==> src/rtl/core/lla_pkg.sv <==
package lla_pkg;

  localparam int QUEUE_DEPTH_DEF = 16;

  localparam int TIME_W   = 48;
  localparam int ADDR_W   = 48;
  localparam int CORE_W   = 8;
  localparam int TASK_W   = 16;
  localparam int CHIP_W   = 4;
  localparam int SIZE_W   = 13;
  localparam int EXTRA_W  = 16;
  localparam int BASE_W   = 10;
  localparam int WIDTH_W  = 9;
  localparam int PEN_W    = 10;
  localparam int LAT_W    = 14;
  localparam int QCNT_W   = 5;
  localparam int OP_W     = 2;
  localparam int STEP_W   = $clog2(SIZE_W);

  localparam int APB_ADDR_W = 4;
  localparam int APB_DATA_W = 32;

  localparam int IN_DATA_W  = 160;
  localparam int OUT_DATA_W = 232;

  localparam logic [BASE_W-1:0]  BASE_LATENCY_RST   = BASE_W'(1);
  localparam logic [WIDTH_W-1:0] LINK_WIDTH_RST     = WIDTH_W'(32);
  localparam logic [PEN_W-1:0]   REMOTE_PENALTY_RST = PEN_W'(0);

  typedef enum logic [OP_W-1:0] {
    OP_ENQUEUE   = 2'd0,
    OP_ARBITRATE = 2'd1,
    OP_ADD_BUSY  = 2'd2
  } op_t;

  typedef enum logic [1:0] {
    REG_BASE_LATENCY   = 2'd0,
    REG_LINK_WIDTH     = 2'd1,
    REG_REMOTE_PENALTY = 2'd2
  } reg_idx_t;

  typedef enum logic [2:0] {
    ST_IDLE,
    ST_LOAD,
    ST_DIV,
    ST_LAT,
    ST_COMMIT
  } state_t;

  // Input beat payload, last member in the lowest bits.
  typedef struct packed {
    logic [1:0]         pad;
    logic [EXTRA_W-1:0] extra_cycles;
    logic [TIME_W-1:0]  now_time;
    logic [SIZE_W-1:0]  data_size;
    logic [CHIP_W-1:0]  dst_chiplet;
    logic [CHIP_W-1:0]  src_chiplet;
    logic [TASK_W-1:0]  req_task;
    logic [CORE_W-1:0]  req_core;
    logic               req_is_write;
    logic [ADDR_W-1:0]  req_address;
  } in_data_t;

  typedef struct packed {
    logic [6:0]        pad;
    logic [TIME_W-1:0] busy_cycle_total;
    logic [TIME_W-1:0] transfer_total;
    logic              enqueue_dropped;
    logic [QCNT_W-1:0] queued_count;
    logic              link_available;
    logic              link_busy;
    logic [TASK_W-1:0] grant_task;
    logic [CORE_W-1:0] grant_core;
    logic              grant_is_write;
    logic [ADDR_W-1:0] grant_address;
    logic [TIME_W-1:0] completion_time;
  } out_data_t;

  typedef struct packed {
    logic [SIZE_W-1:0] data_size;
    logic [CHIP_W-1:0] dst_chiplet;
    logic [CHIP_W-1:0] src_chiplet;
    logic [TASK_W-1:0] req_task;
    logic [CORE_W-1:0] req_core;
    logic              req_is_write;
    logic [ADDR_W-1:0] req_address;
  } entry_t;

  typedef struct packed {
    logic push;
    logic pop;
  } q_ctl_t;

  typedef struct packed {
    logic empty;
    logic full;
  } q_sts_t;

  typedef struct packed {
    logic               start;
    logic [SIZE_W-1:0]  dividend;
    logic [WIDTH_W-1:0] divisor;
  } div_req_t;

  typedef struct packed {
    logic              done;
    logic [SIZE_W-1:0] quotient;
    logic              inexact;
  } div_rsp_t;

endpackage

==> src/rtl/core/lla_queue.sv <==
module lla_queue #(
  parameter int DEPTH = lla_pkg::QUEUE_DEPTH_DEF
) (
  input  logic                       clk,
  input  logic                       rst,
  input  lla_pkg::q_ctl_t            ctl,
  input  lla_pkg::entry_t            wr_entry,
  output lla_pkg::entry_t            head_entry,
  output lla_pkg::q_sts_t            sts,
  output logic [$clog2(DEPTH+1)-1:0] count
);
  import lla_pkg::*;

  localparam int PTR_W = $clog2(DEPTH);
  localparam int CNT_W = $clog2(DEPTH + 1);

  entry_t mem [DEPTH];

  logic [PTR_W-1:0] head;
  logic [PTR_W-1:0] tail;

  function automatic logic [PTR_W-1:0] wrap_inc(input logic [PTR_W-1:0] p);
    return (p == PTR_W'(DEPTH - 1)) ? '0 : p + PTR_W'(1);
  endfunction

  always_ff @(posedge clk) begin
    if (rst) begin
      head  <= '0;
      tail  <= '0;
      count <= '0;
    end else if (ctl.push) begin
      tail  <= wrap_inc(tail);
      count <= count + CNT_W'(1);
    end else if (ctl.pop) begin
      head  <= wrap_inc(head);
      count <= count - CNT_W'(1);
    end
  end

  // The head entry is registered from the memory every cycle; after the head
  // pointer or the memory changes, the sequencer passes through idle before using it.
  always_ff @(posedge clk) begin
    if (ctl.push) begin
      mem[tail] <= wr_entry;
    end
    head_entry <= mem[head];
  end

  assign sts.empty = (count == '0);
  assign sts.full  = (count == CNT_W'(DEPTH));

endmodule

==> src/rtl/core/lla_div.sv <==
module lla_div (
  input  logic              clk,
  input  logic              rst,
  input  lla_pkg::div_req_t req,
  output lla_pkg::div_rsp_t rsp
);
  import lla_pkg::*;

  logic               active;
  logic               done;
  logic [STEP_W-1:0]  step;
  logic [WIDTH_W-1:0] rem;
  logic [SIZE_W-1:0]  quo;
  logic [WIDTH_W-1:0] dvsr;

  logic [WIDTH_W:0] trial;
  logic [WIDTH_W:0] diff;
  logic             fits;

  // One quotient bit per cycle, most significant first.
  assign trial = {rem, quo[SIZE_W-1]};
  assign diff  = trial - {1'b0, dvsr};
  assign fits  = !diff[WIDTH_W];

  always_ff @(posedge clk) begin
    if (rst) begin
      active <= 1'b0;
      done   <= 1'b0;
      step   <= '0;
    end else begin
      done <= 1'b0;
      if (req.start) begin
        active <= 1'b1;
        step   <= '0;
      end else if (active) begin
        step <= step + STEP_W'(1);
        if (step == STEP_W'(SIZE_W - 1)) begin
          active <= 1'b0;
          done   <= 1'b1;
        end
      end
    end
  end

  always_ff @(posedge clk) begin
    if (req.start) begin
      rem  <= '0;
      quo  <= req.dividend;
      dvsr <= req.divisor;
    end else if (active) begin
      rem <= fits ? diff[WIDTH_W-1:0] : trial[WIDTH_W-1:0];
      quo <= {quo[SIZE_W-2:0], fits};
    end
  end

  assign rsp.done     = done;
  assign rsp.quotient = quo;
  assign rsp.inexact  = |rem;

endmodule

==> src/rtl/core/fifo_link_latency_arbiter.sv <==
// Link arbiter with a first-in, first-out request queue.
// Input beats on the s_ channel carry an operation in s_tuser: enqueue a
// request, arbitrate (grant the oldest request) or add busy cycles. Every
// input beat gives exactly one result beat on the m_ channel, carrying the
// grant, its completion time and the link status after the operation.
// Items are handled one at a time. Enqueue, add-busy and arbitrate on an
// empty queue go from acceptance straight to the final update, which
// registers the result; the next beat is taken once the sequencer is idle
// again. Arbitrate with a waiting request passes through a start step, the
// serial divider that forms the ceiling of data size over link width one
// quotient bit at a time, a step to see the divider finish, the latency sum
// and the final update.
// s_tready is high only while the sequencer is idle; the result sits in an
// output register, so a new beat is accepted while the last result waits.
// If the receiver stalls with a result still held, the next result waits in
// its final step until the output register is free.
// Reset empties the queue, clears busy state and counters and loads the
// register defaults; queue storage itself is not cleared.
// Registers on the APB port: base latency at 0x0, link width at 0x4 and
// remote penalty at 0x8; write them only while the block is idle.
module fifo_link_latency_arbiter #(
  parameter int QUEUE_DEPTH = lla_pkg::QUEUE_DEPTH_DEF
) (
  input  logic                             clk,
  input  logic                             rst,
  input  logic                             s_tvalid,
  output logic                             s_tready,
  // req_address, req_is_write, req_core, req_task, src_chiplet,
  // dst_chiplet, data_size, now_time, extra_cycles, zero pad
  input  logic [lla_pkg::IN_DATA_W-1:0]    s_tdata,
  // operation
  input  logic [lla_pkg::OP_W-1:0]         s_tuser,
  output logic                             m_tvalid,
  input  logic                             m_tready,
  // completion_time, grant_address, grant_is_write, grant_core, grant_task,
  // link_busy, link_available, queued_count, enqueue_dropped,
  // transfer_total, busy_cycle_total, zero pad
  output logic [lla_pkg::OUT_DATA_W-1:0]   m_tdata,
  // granted
  output logic [0:0]                       m_tuser,
  input  logic                             psel,
  input  logic                             penable,
  input  logic                             pwrite,
  input  logic [lla_pkg::APB_ADDR_W-1:0]   paddr,
  input  logic [lla_pkg::APB_DATA_W-1:0]   pwdata,
  output logic [lla_pkg::APB_DATA_W-1:0]   prdata,
  output logic                             pready
);
  import lla_pkg::*;

  localparam int CNT_W = $clog2(QUEUE_DEPTH + 1);

  // Configuration registers.
  logic [BASE_W-1:0]  base_latency;
  logic [WIDTH_W-1:0] link_width;
  logic [PEN_W-1:0]   remote_penalty;
  reg_idx_t           reg_idx;
  logic               cfg_wr;

  assign pready  = 1'b1;
  assign reg_idx = reg_idx_t'(paddr[3:2]);
  assign cfg_wr  = psel && penable && pwrite && pready;

  always_ff @(posedge clk) begin
    if (rst) begin
      base_latency   <= BASE_LATENCY_RST;
      link_width     <= LINK_WIDTH_RST;
      remote_penalty <= REMOTE_PENALTY_RST;
    end else if (cfg_wr) begin
      unique case (reg_idx)
        REG_BASE_LATENCY:   base_latency   <= pwdata[BASE_W-1:0];
        REG_LINK_WIDTH:     link_width     <= pwdata[WIDTH_W-1:0];
        REG_REMOTE_PENALTY: remote_penalty <= pwdata[PEN_W-1:0];
        default: ;
      endcase
    end
  end

  always_comb begin
    unique case (reg_idx)
      REG_BASE_LATENCY:   prdata = APB_DATA_W'(base_latency);
      REG_LINK_WIDTH:     prdata = APB_DATA_W'(link_width);
      REG_REMOTE_PENALTY: prdata = APB_DATA_W'(remote_penalty);
      default:            prdata = '0;
    endcase
  end

  // Sequencer and held item.
  state_t   state;
  state_t   state_next;
  in_data_t din;
  in_data_t item;
  op_t      op_in;
  op_t      op_reg;
  logic     commit;

  // Queue.
  q_ctl_t           q_ctl;
  q_sts_t           q_sts;
  entry_t           wr_entry;
  entry_t           head_entry;
  logic [CNT_W-1:0] q_count;
  logic             push;
  logic             pop;

  // Serial divider.
  div_req_t div_req;
  div_rsp_t div_rsp;

  // Link state.
  logic              busy;
  logic              busy_next;
  logic [TIME_W-1:0] transfer_total;
  logic [TIME_W-1:0] transfer_next;
  logic [TIME_W-1:0] busy_sum;
  logic [TIME_W-1:0] busy_sum_next;
  logic [LAT_W-1:0]  lat;
  logic [LAT_W-1:0]  lat_next;
  logic [CNT_W-1:0]  cnt_after;

  out_data_t out_reg;
  out_data_t out_next;
  logic      granted_reg;
  logic      granted_next;

  assign din      = in_data_t'(s_tdata);
  assign op_in    = op_t'(s_tuser);
  assign s_tready = (state == ST_IDLE);

  always_ff @(posedge clk) begin
    if (rst) begin
      state <= ST_IDLE;
    end else begin
      state <= state_next;
    end
  end

  always_ff @(posedge clk) begin
    if (s_tvalid && s_tready) begin
      item   <= din;
      op_reg <= op_in;
    end
  end

  always_comb begin
    state_next       = state;
    commit           = 1'b0;
    div_req.start    = 1'b0;
    div_req.dividend = head_entry.data_size;
    div_req.divisor  = link_width;
    unique case (state)
      ST_IDLE: begin
        if (s_tvalid) begin
          state_next = (op_in == OP_ARBITRATE && !q_sts.empty) ? ST_LOAD : ST_COMMIT;
        end
      end
      ST_LOAD: begin
        div_req.start = 1'b1;
        state_next    = ST_DIV;
      end
      ST_DIV: begin
        if (div_rsp.done) begin
          state_next = ST_LAT;
        end
      end
      ST_LAT: begin
        state_next = ST_COMMIT;
      end
      ST_COMMIT: begin
        if (!m_tvalid || m_tready) begin
          commit     = 1'b1;
          state_next = ST_IDLE;
        end
      end
      default: state_next = ST_IDLE;
    endcase
  end

  // A zero link width means no serialisation term at all.
  always_comb begin
    lat_next = LAT_W'(base_latency);
    if (link_width != '0) begin
      lat_next = lat_next + LAT_W'(div_rsp.quotient) + LAT_W'(div_rsp.inexact);
    end
    if (head_entry.src_chiplet != head_entry.dst_chiplet) begin
      lat_next = lat_next + LAT_W'(remote_penalty);
    end
  end

  always_ff @(posedge clk) begin
    if (state == ST_LAT) begin
      lat <= lat_next;
    end
  end

  always_comb begin
    push          = 1'b0;
    pop           = 1'b0;
    busy_next     = busy;
    transfer_next = transfer_total;
    busy_sum_next = busy_sum;
    cnt_after     = q_count;
    granted_next  = 1'b0;
    out_next      = '0;
    case (op_reg)
      OP_ENQUEUE: begin
        if (q_sts.full) begin
          out_next.enqueue_dropped = 1'b1;
        end else begin
          push      = 1'b1;
          cnt_after = q_count + CNT_W'(1);
        end
      end
      OP_ARBITRATE: begin
        if (q_sts.empty) begin
          busy_next = 1'b0;
        end else begin
          pop                      = 1'b1;
          cnt_after                = q_count - CNT_W'(1);
          busy_next                = 1'b1;
          granted_next             = 1'b1;
          transfer_next            = transfer_total + TIME_W'(1);
          busy_sum_next            = busy_sum + TIME_W'(lat);
          out_next.completion_time = item.now_time + TIME_W'(lat);
          out_next.grant_address   = head_entry.req_address;
          out_next.grant_is_write  = head_entry.req_is_write;
          out_next.grant_core      = head_entry.req_core;
          out_next.grant_task      = head_entry.req_task;
        end
      end
      OP_ADD_BUSY: begin
        busy_sum_next = busy_sum + TIME_W'(item.extra_cycles);
      end
      default: ;
    endcase
    out_next.link_busy        = busy_next;
    out_next.link_available   = !busy_next && (cnt_after == '0);
    out_next.queued_count     = QCNT_W'(cnt_after);
    out_next.transfer_total   = transfer_next;
    out_next.busy_cycle_total = busy_sum_next;
  end

  assign q_ctl.push = commit && push;
  assign q_ctl.pop  = commit && pop;

  assign wr_entry.data_size    = item.data_size;
  assign wr_entry.dst_chiplet  = item.dst_chiplet;
  assign wr_entry.src_chiplet  = item.src_chiplet;
  assign wr_entry.req_task     = item.req_task;
  assign wr_entry.req_core     = item.req_core;
  assign wr_entry.req_is_write = item.req_is_write;
  assign wr_entry.req_address  = item.req_address;

  always_ff @(posedge clk) begin
    if (rst) begin
      busy           <= 1'b0;
      transfer_total <= '0;
      busy_sum       <= '0;
      m_tvalid       <= 1'b0;
    end else begin
      if (commit) begin
        busy           <= busy_next;
        transfer_total <= transfer_next;
        busy_sum       <= busy_sum_next;
        m_tvalid       <= 1'b1;
      end else if (m_tready) begin
        m_tvalid <= 1'b0;
      end
    end
  end

  always_ff @(posedge clk) begin
    if (commit) begin
      out_reg     <= out_next;
      granted_reg <= granted_next;
    end
  end

  assign m_tdata    = OUT_DATA_W'(out_reg);
  assign m_tuser[0] = granted_reg;

  lla_queue #(
    .DEPTH (QUEUE_DEPTH)
  ) u_queue (
    .clk        (clk),
    .rst        (rst),
    .ctl        (q_ctl),
    .wr_entry   (wr_entry),
    .head_entry (head_entry),
    .sts        (q_sts),
    .count      (q_count)
  );

  lla_div u_div (
    .clk (clk),
    .rst (rst),
    .req (div_req),
    .rsp (div_rsp)
  );

  a_one_item: assert property (@(posedge clk) disable iff (rst)
    s_tvalid && s_tready |=> !s_tready)
    else $error("second item accepted while one is in progress");

  a_queue_bound: assert property (@(posedge clk) disable iff (rst)
    q_count <= CNT_W'(QUEUE_DEPTH))
    else $error("queue count beyond depth");

  a_div_done: assert property (@(posedge clk) disable iff (rst)
    div_rsp.done |-> state == ST_DIV)
    else $error("divider finished outside the division step");

  a_grant_busy: assert property (@(posedge clk) disable iff (rst)
    commit && granted_next |=> m_tvalid && busy && !out_reg.link_available)
    else $error("grant reported without the link marked busy");

endmodule

==> config.mk <==
export PLATFORM = sky130hd
export DESIGN_NAME = fifo_link_latency_arbiter
export DESIGN_NICKNAME = d
export VERILOG_FILES = /design/src/rtl/core/lla_pkg.sv /design/src/rtl/core/lla_queue.sv /design/src/rtl/core/lla_div.sv /design/src/rtl/core/fifo_link_latency_arbiter.sv
export SDC_FILE = /design/constraint.sdc
export NUM_CORES = 2
export LEC_CHECK = 0
export ABC_AREA = 1
export BUFFER_PORTS_ARGS = -buffer_cell sky130_fd_sc_hd__clkbuf_2
export CORE_UTILIZATION = 47
export CTS_BUF_LIST = sky130_fd_sc_hd__clkbuf_8
export DETAILED_ROUTE_END_ITERATION = 12
export HOLD_SLACK_MARGIN = 0.12
export PLACE_DENSITY = 0.68
export SYNTH_ARGS = -nofsm -noshare
export SYNTH_HDL_FRONTEND = slang
export SYNTH_SLANG_ARGS = --single-unit
==> constraint.sdc <==
create_clock -name clk -period 17.75 [get_ports clk]
set_input_delay 3.55 -clock clk [delete_from_list [all_inputs] [get_ports clk]]
set_output_delay 3.55 -clock clk [all_outputs]
set_load 0.02 [all_outputs]
==> results.sh <==
export IMPL_p_leak_uw=0.0369
export IMPL_setup_viol=0
export IMPL_cp_max_fo=8
export IMPL_critPathCaptureType="output port"
export IMPL_grt_usage=0.239
export IMPL_yosysWarnings=0
export IMPL_hold_violations=0
export IMPL_firstDrtPassIters=6
export IMPL_synth_cell_area_sq_um=90000
export IMPL_ys_types=65
export IMPL_cap_viol_max_count=0
export IMPL_crit_type="primary input to output port"
export IMPL_path_cells="clkbuf_2, inv_1, nor2_1, inv_1, o211ai_1, clkbuf_2"
export IMPL_drtAntennaViolNets=0
export IMPL_ys_ff_latch=2178
export IMPL_wire_per_inst_um=21.7
export IMPL_fp_row_count=160
export IMPL_cts_resized=0
export IMPL_cp_arrival_ns=4.68
export IMPL_grt_pass1_wl_um=349000
export IMPL_final_util=0.532
export IMPL_setup_tns_ns=0
export IMPL_ctsHoldBuffers=0
export IMPL_grt_max_degree=249
export IMPL_synthCells=7523
export IMPL_multiInputGateArea_sq_um=23500
export IMPL_min_path_type="flip-flop to flip-flop"
export IMPL_viasPerCell=5.60
export IMPL_hpwl_um=135000
export IMPL_drive_gt1_frac=0.128
export IMPL_antenna_found_initial=12
export IMPL_via_count=60600
export IMPL_status="finished, final reports clean"
export IMPL_clock_fmax_mhz=121
export IMPL_worstMarginPinSlew_ns=1.16
export IMPL_io_buffers=416
export IMPL_worstPathRequired_ns=14.20
export IMPL_seq_area_sq_um=62900
export IMPL_power_density_nw_per_um2=110
export IMPL_avgSynthCellArea_sq_um=12.0
export IMPL_clk_path_buf_depth=4
export IMPL_synth_area_top_cells="edfxtp_1 64%, dfxtp_1 5.6%, nor2_1 4.9%"
export IMPL_top_register="u_queue.mem"
export IMPL_final_common_cell="edfxtp_1"
export IMPL_worst_setup_path_start_kind="primary input"
export IMPL_clkTransAtPathRegs_ns=0.05
export IMPL_area_growth_syn_to_layout_pct=12.5
export IMPL_layout_nets=8297
export IMPL_clockRootBuffer="clkbuf_8"
export IMPL_rsz0062_at_grt="false"
export IMPL_crit_buf_inv=4
export IMPL_overflow=0
export IMPL_drc=0
export IMPL_cpPeakStageDelay_ns=0.34
export IMPL_dieHeight_um=439
export IMPL_yosys_area_top_type="edfxtp_1"
export IMPL_routed_wirelength_um=235000
export IMPL_cts_max_level=5
export IMPL_finalClockSkew_ns=0.132
export IMPL_period_needed_ns=8.23
export IMPL_cts_setup_buffers=0
export IMPL_clk_latency_ns=1.06
export IMPL_place_gp_congestion=0.937
export IMPL_initial_utilization=0.473
export IMPL_slew_headroom=0.223
export IMPL_cp_top_family="buffers and inverters"
export IMPL_core_area_sq_um=190000
export IMPL_netlist_area_leader_share=0.643
export IMPL_die_width_um=439
export IMPL_slew_violations=0
export IMPL_largest_reg_flops=1504
export IMPL_clkSinkCount=2178
export IMPL_layout_common_cells="1926 x edfxtp_1, 1151 x nor2_1, 896 x nand2_1, 683 x inv_1, 615 x o21ai_0"
export IMPL_slowest_stage="nor2_1"
export IMPL_cts_buffers=366
export IMPL_drt_iter0_drc=5675
export IMPL_n_fill_cell=16000
export IMPL_die_area_sq_um=193000
export IMPL_cts_tree="built"
export IMPL_fin_crit_sh=0.464
export IMPL_worst_slack_ns=9.52
export IMPL_ir_worst_vdd_mv=0.0726
export IMPL_dpl_worst_slack_ns=9.50
export IMPL_pin_count=473
export IMPL_synth_yosys_seq_area_share=0.699
export IMPL_grt_pass1_vias=58100
## power breakdown
part | leakage, uW | internal, uW | switching [uW] | total (uW)
sequential | 0.0196 | 5840 | 192 | 6030
clock | 0.00407 | 2190 | 1960 | 4150
combinational | 0.0132 | 274 | 670 | 943
## cells by family (layout without fill, tap and decap cells)
logic type,Yosys count,in the layout,synth area share
simple gates,2701,2701,0.125
mux,151,151,0.0168
xor+xnor,73,73,0.00736
fa+ha+maj,92,92,0.0134
compound gates,1367,1367,0.0953
flops,2178,2178,0.699
other cells,2,45,0.0000835
buf+inv,959,1693,0.0427
## metal layers
metal | up-vias | global-route usage | share of wire
met3 | 486 | 0.0339 | 0.065
met4 | 0 | 0.103 | 0.039
met1 | 29700 | 0.313 | 0.41
li1 | 28000 | - | -
met5 | - | 0 | 0
met2 | 2390 | 0.397 | 0.49
## cells in the mapped netlist (all sizes together)
| master | number |
|---|---|
| edfxtp | 1926 |
| nor2 | 1189 |
| nand2 | 909 |
| o21ai | 637 |
| inv | 544 |
| nand3 | 420 |
| clkbuf | 268 |
| dfxtp | 252 |
| a21oi | 225 |
| o32ai | 225 |
| o221ai | 153 |
| mux2i | 151 |
| buf | 140 |
| ha | 85 |
| nor3 | 72 |
| xor2 | 61 |
| nand4 | 60 |
| o211ai | 57 |
| o21bai | 25 |
| or2 | 20 |
| nor4 | 14 |
| xnor2 | 12 |
| o21a | 9 |
| a21o | 8 |
| a31oi | 7 |
| clkinv | 7 |
| fa | 7 |
| nand3b | 7 |
| o22ai | 6 |
| a211oi | 4 |
| nor3b | 4 |
| and2 | 3 |
| and3 | 3 |
| o31ai | 3 |
| conb | 2 |
| o2111ai | 2 |
| a21boi | 1 |
| a221oi | 1 |
| a22oi | 1 |
| a31o | 1 |
| a32o | 1 |
| o41ai | 1 |
## path summary, 6_finish.rpt
path                               startpoint                 to  slack [ns]  cells after the start
worst max-delay path                 paddr[2]          prdata[2]        9.52                      6
worst min-delay path            link_width[1]      u_div.dvsr[1]        0.43                      0
worst max register to register       state[2]  u_queue.mem[3][5]       12.88                     13
worst min register to register  link_width[1]      u_div.dvsr[1]        0.43                      0
## layout make-up
cell class	instances	area share
diodes	15	0.000371
clock inverters	240	0.0113
multi-input cells	4414	0.232
well taps	2511	0.0311
flip-flops and latches	2178	0.622
inverters	551	0.0206
repair buffers	489	0.0267
clock buffers	413	0.0562
## through the flow
stage / cell area, sq um / cells / hold WS, ns / total power [uW]
2_1_floorplan: 90100 / 7551 / 0.408 / 6730
3_3_place_gp: 94300 / 10100 / 0.420 / 7050
3_5_place_dp: 94300 / 10100 / 0.415 / 7080
4_1_cts: 101000 / 10800 / 0.429 / 11200
5_1_grt: 101000 / 10800 / 0.453 / 11500
6_report: 101000 / 10800 / 0.428 / 11100
No activity file was read; power rests on OpenSTA's default activity.
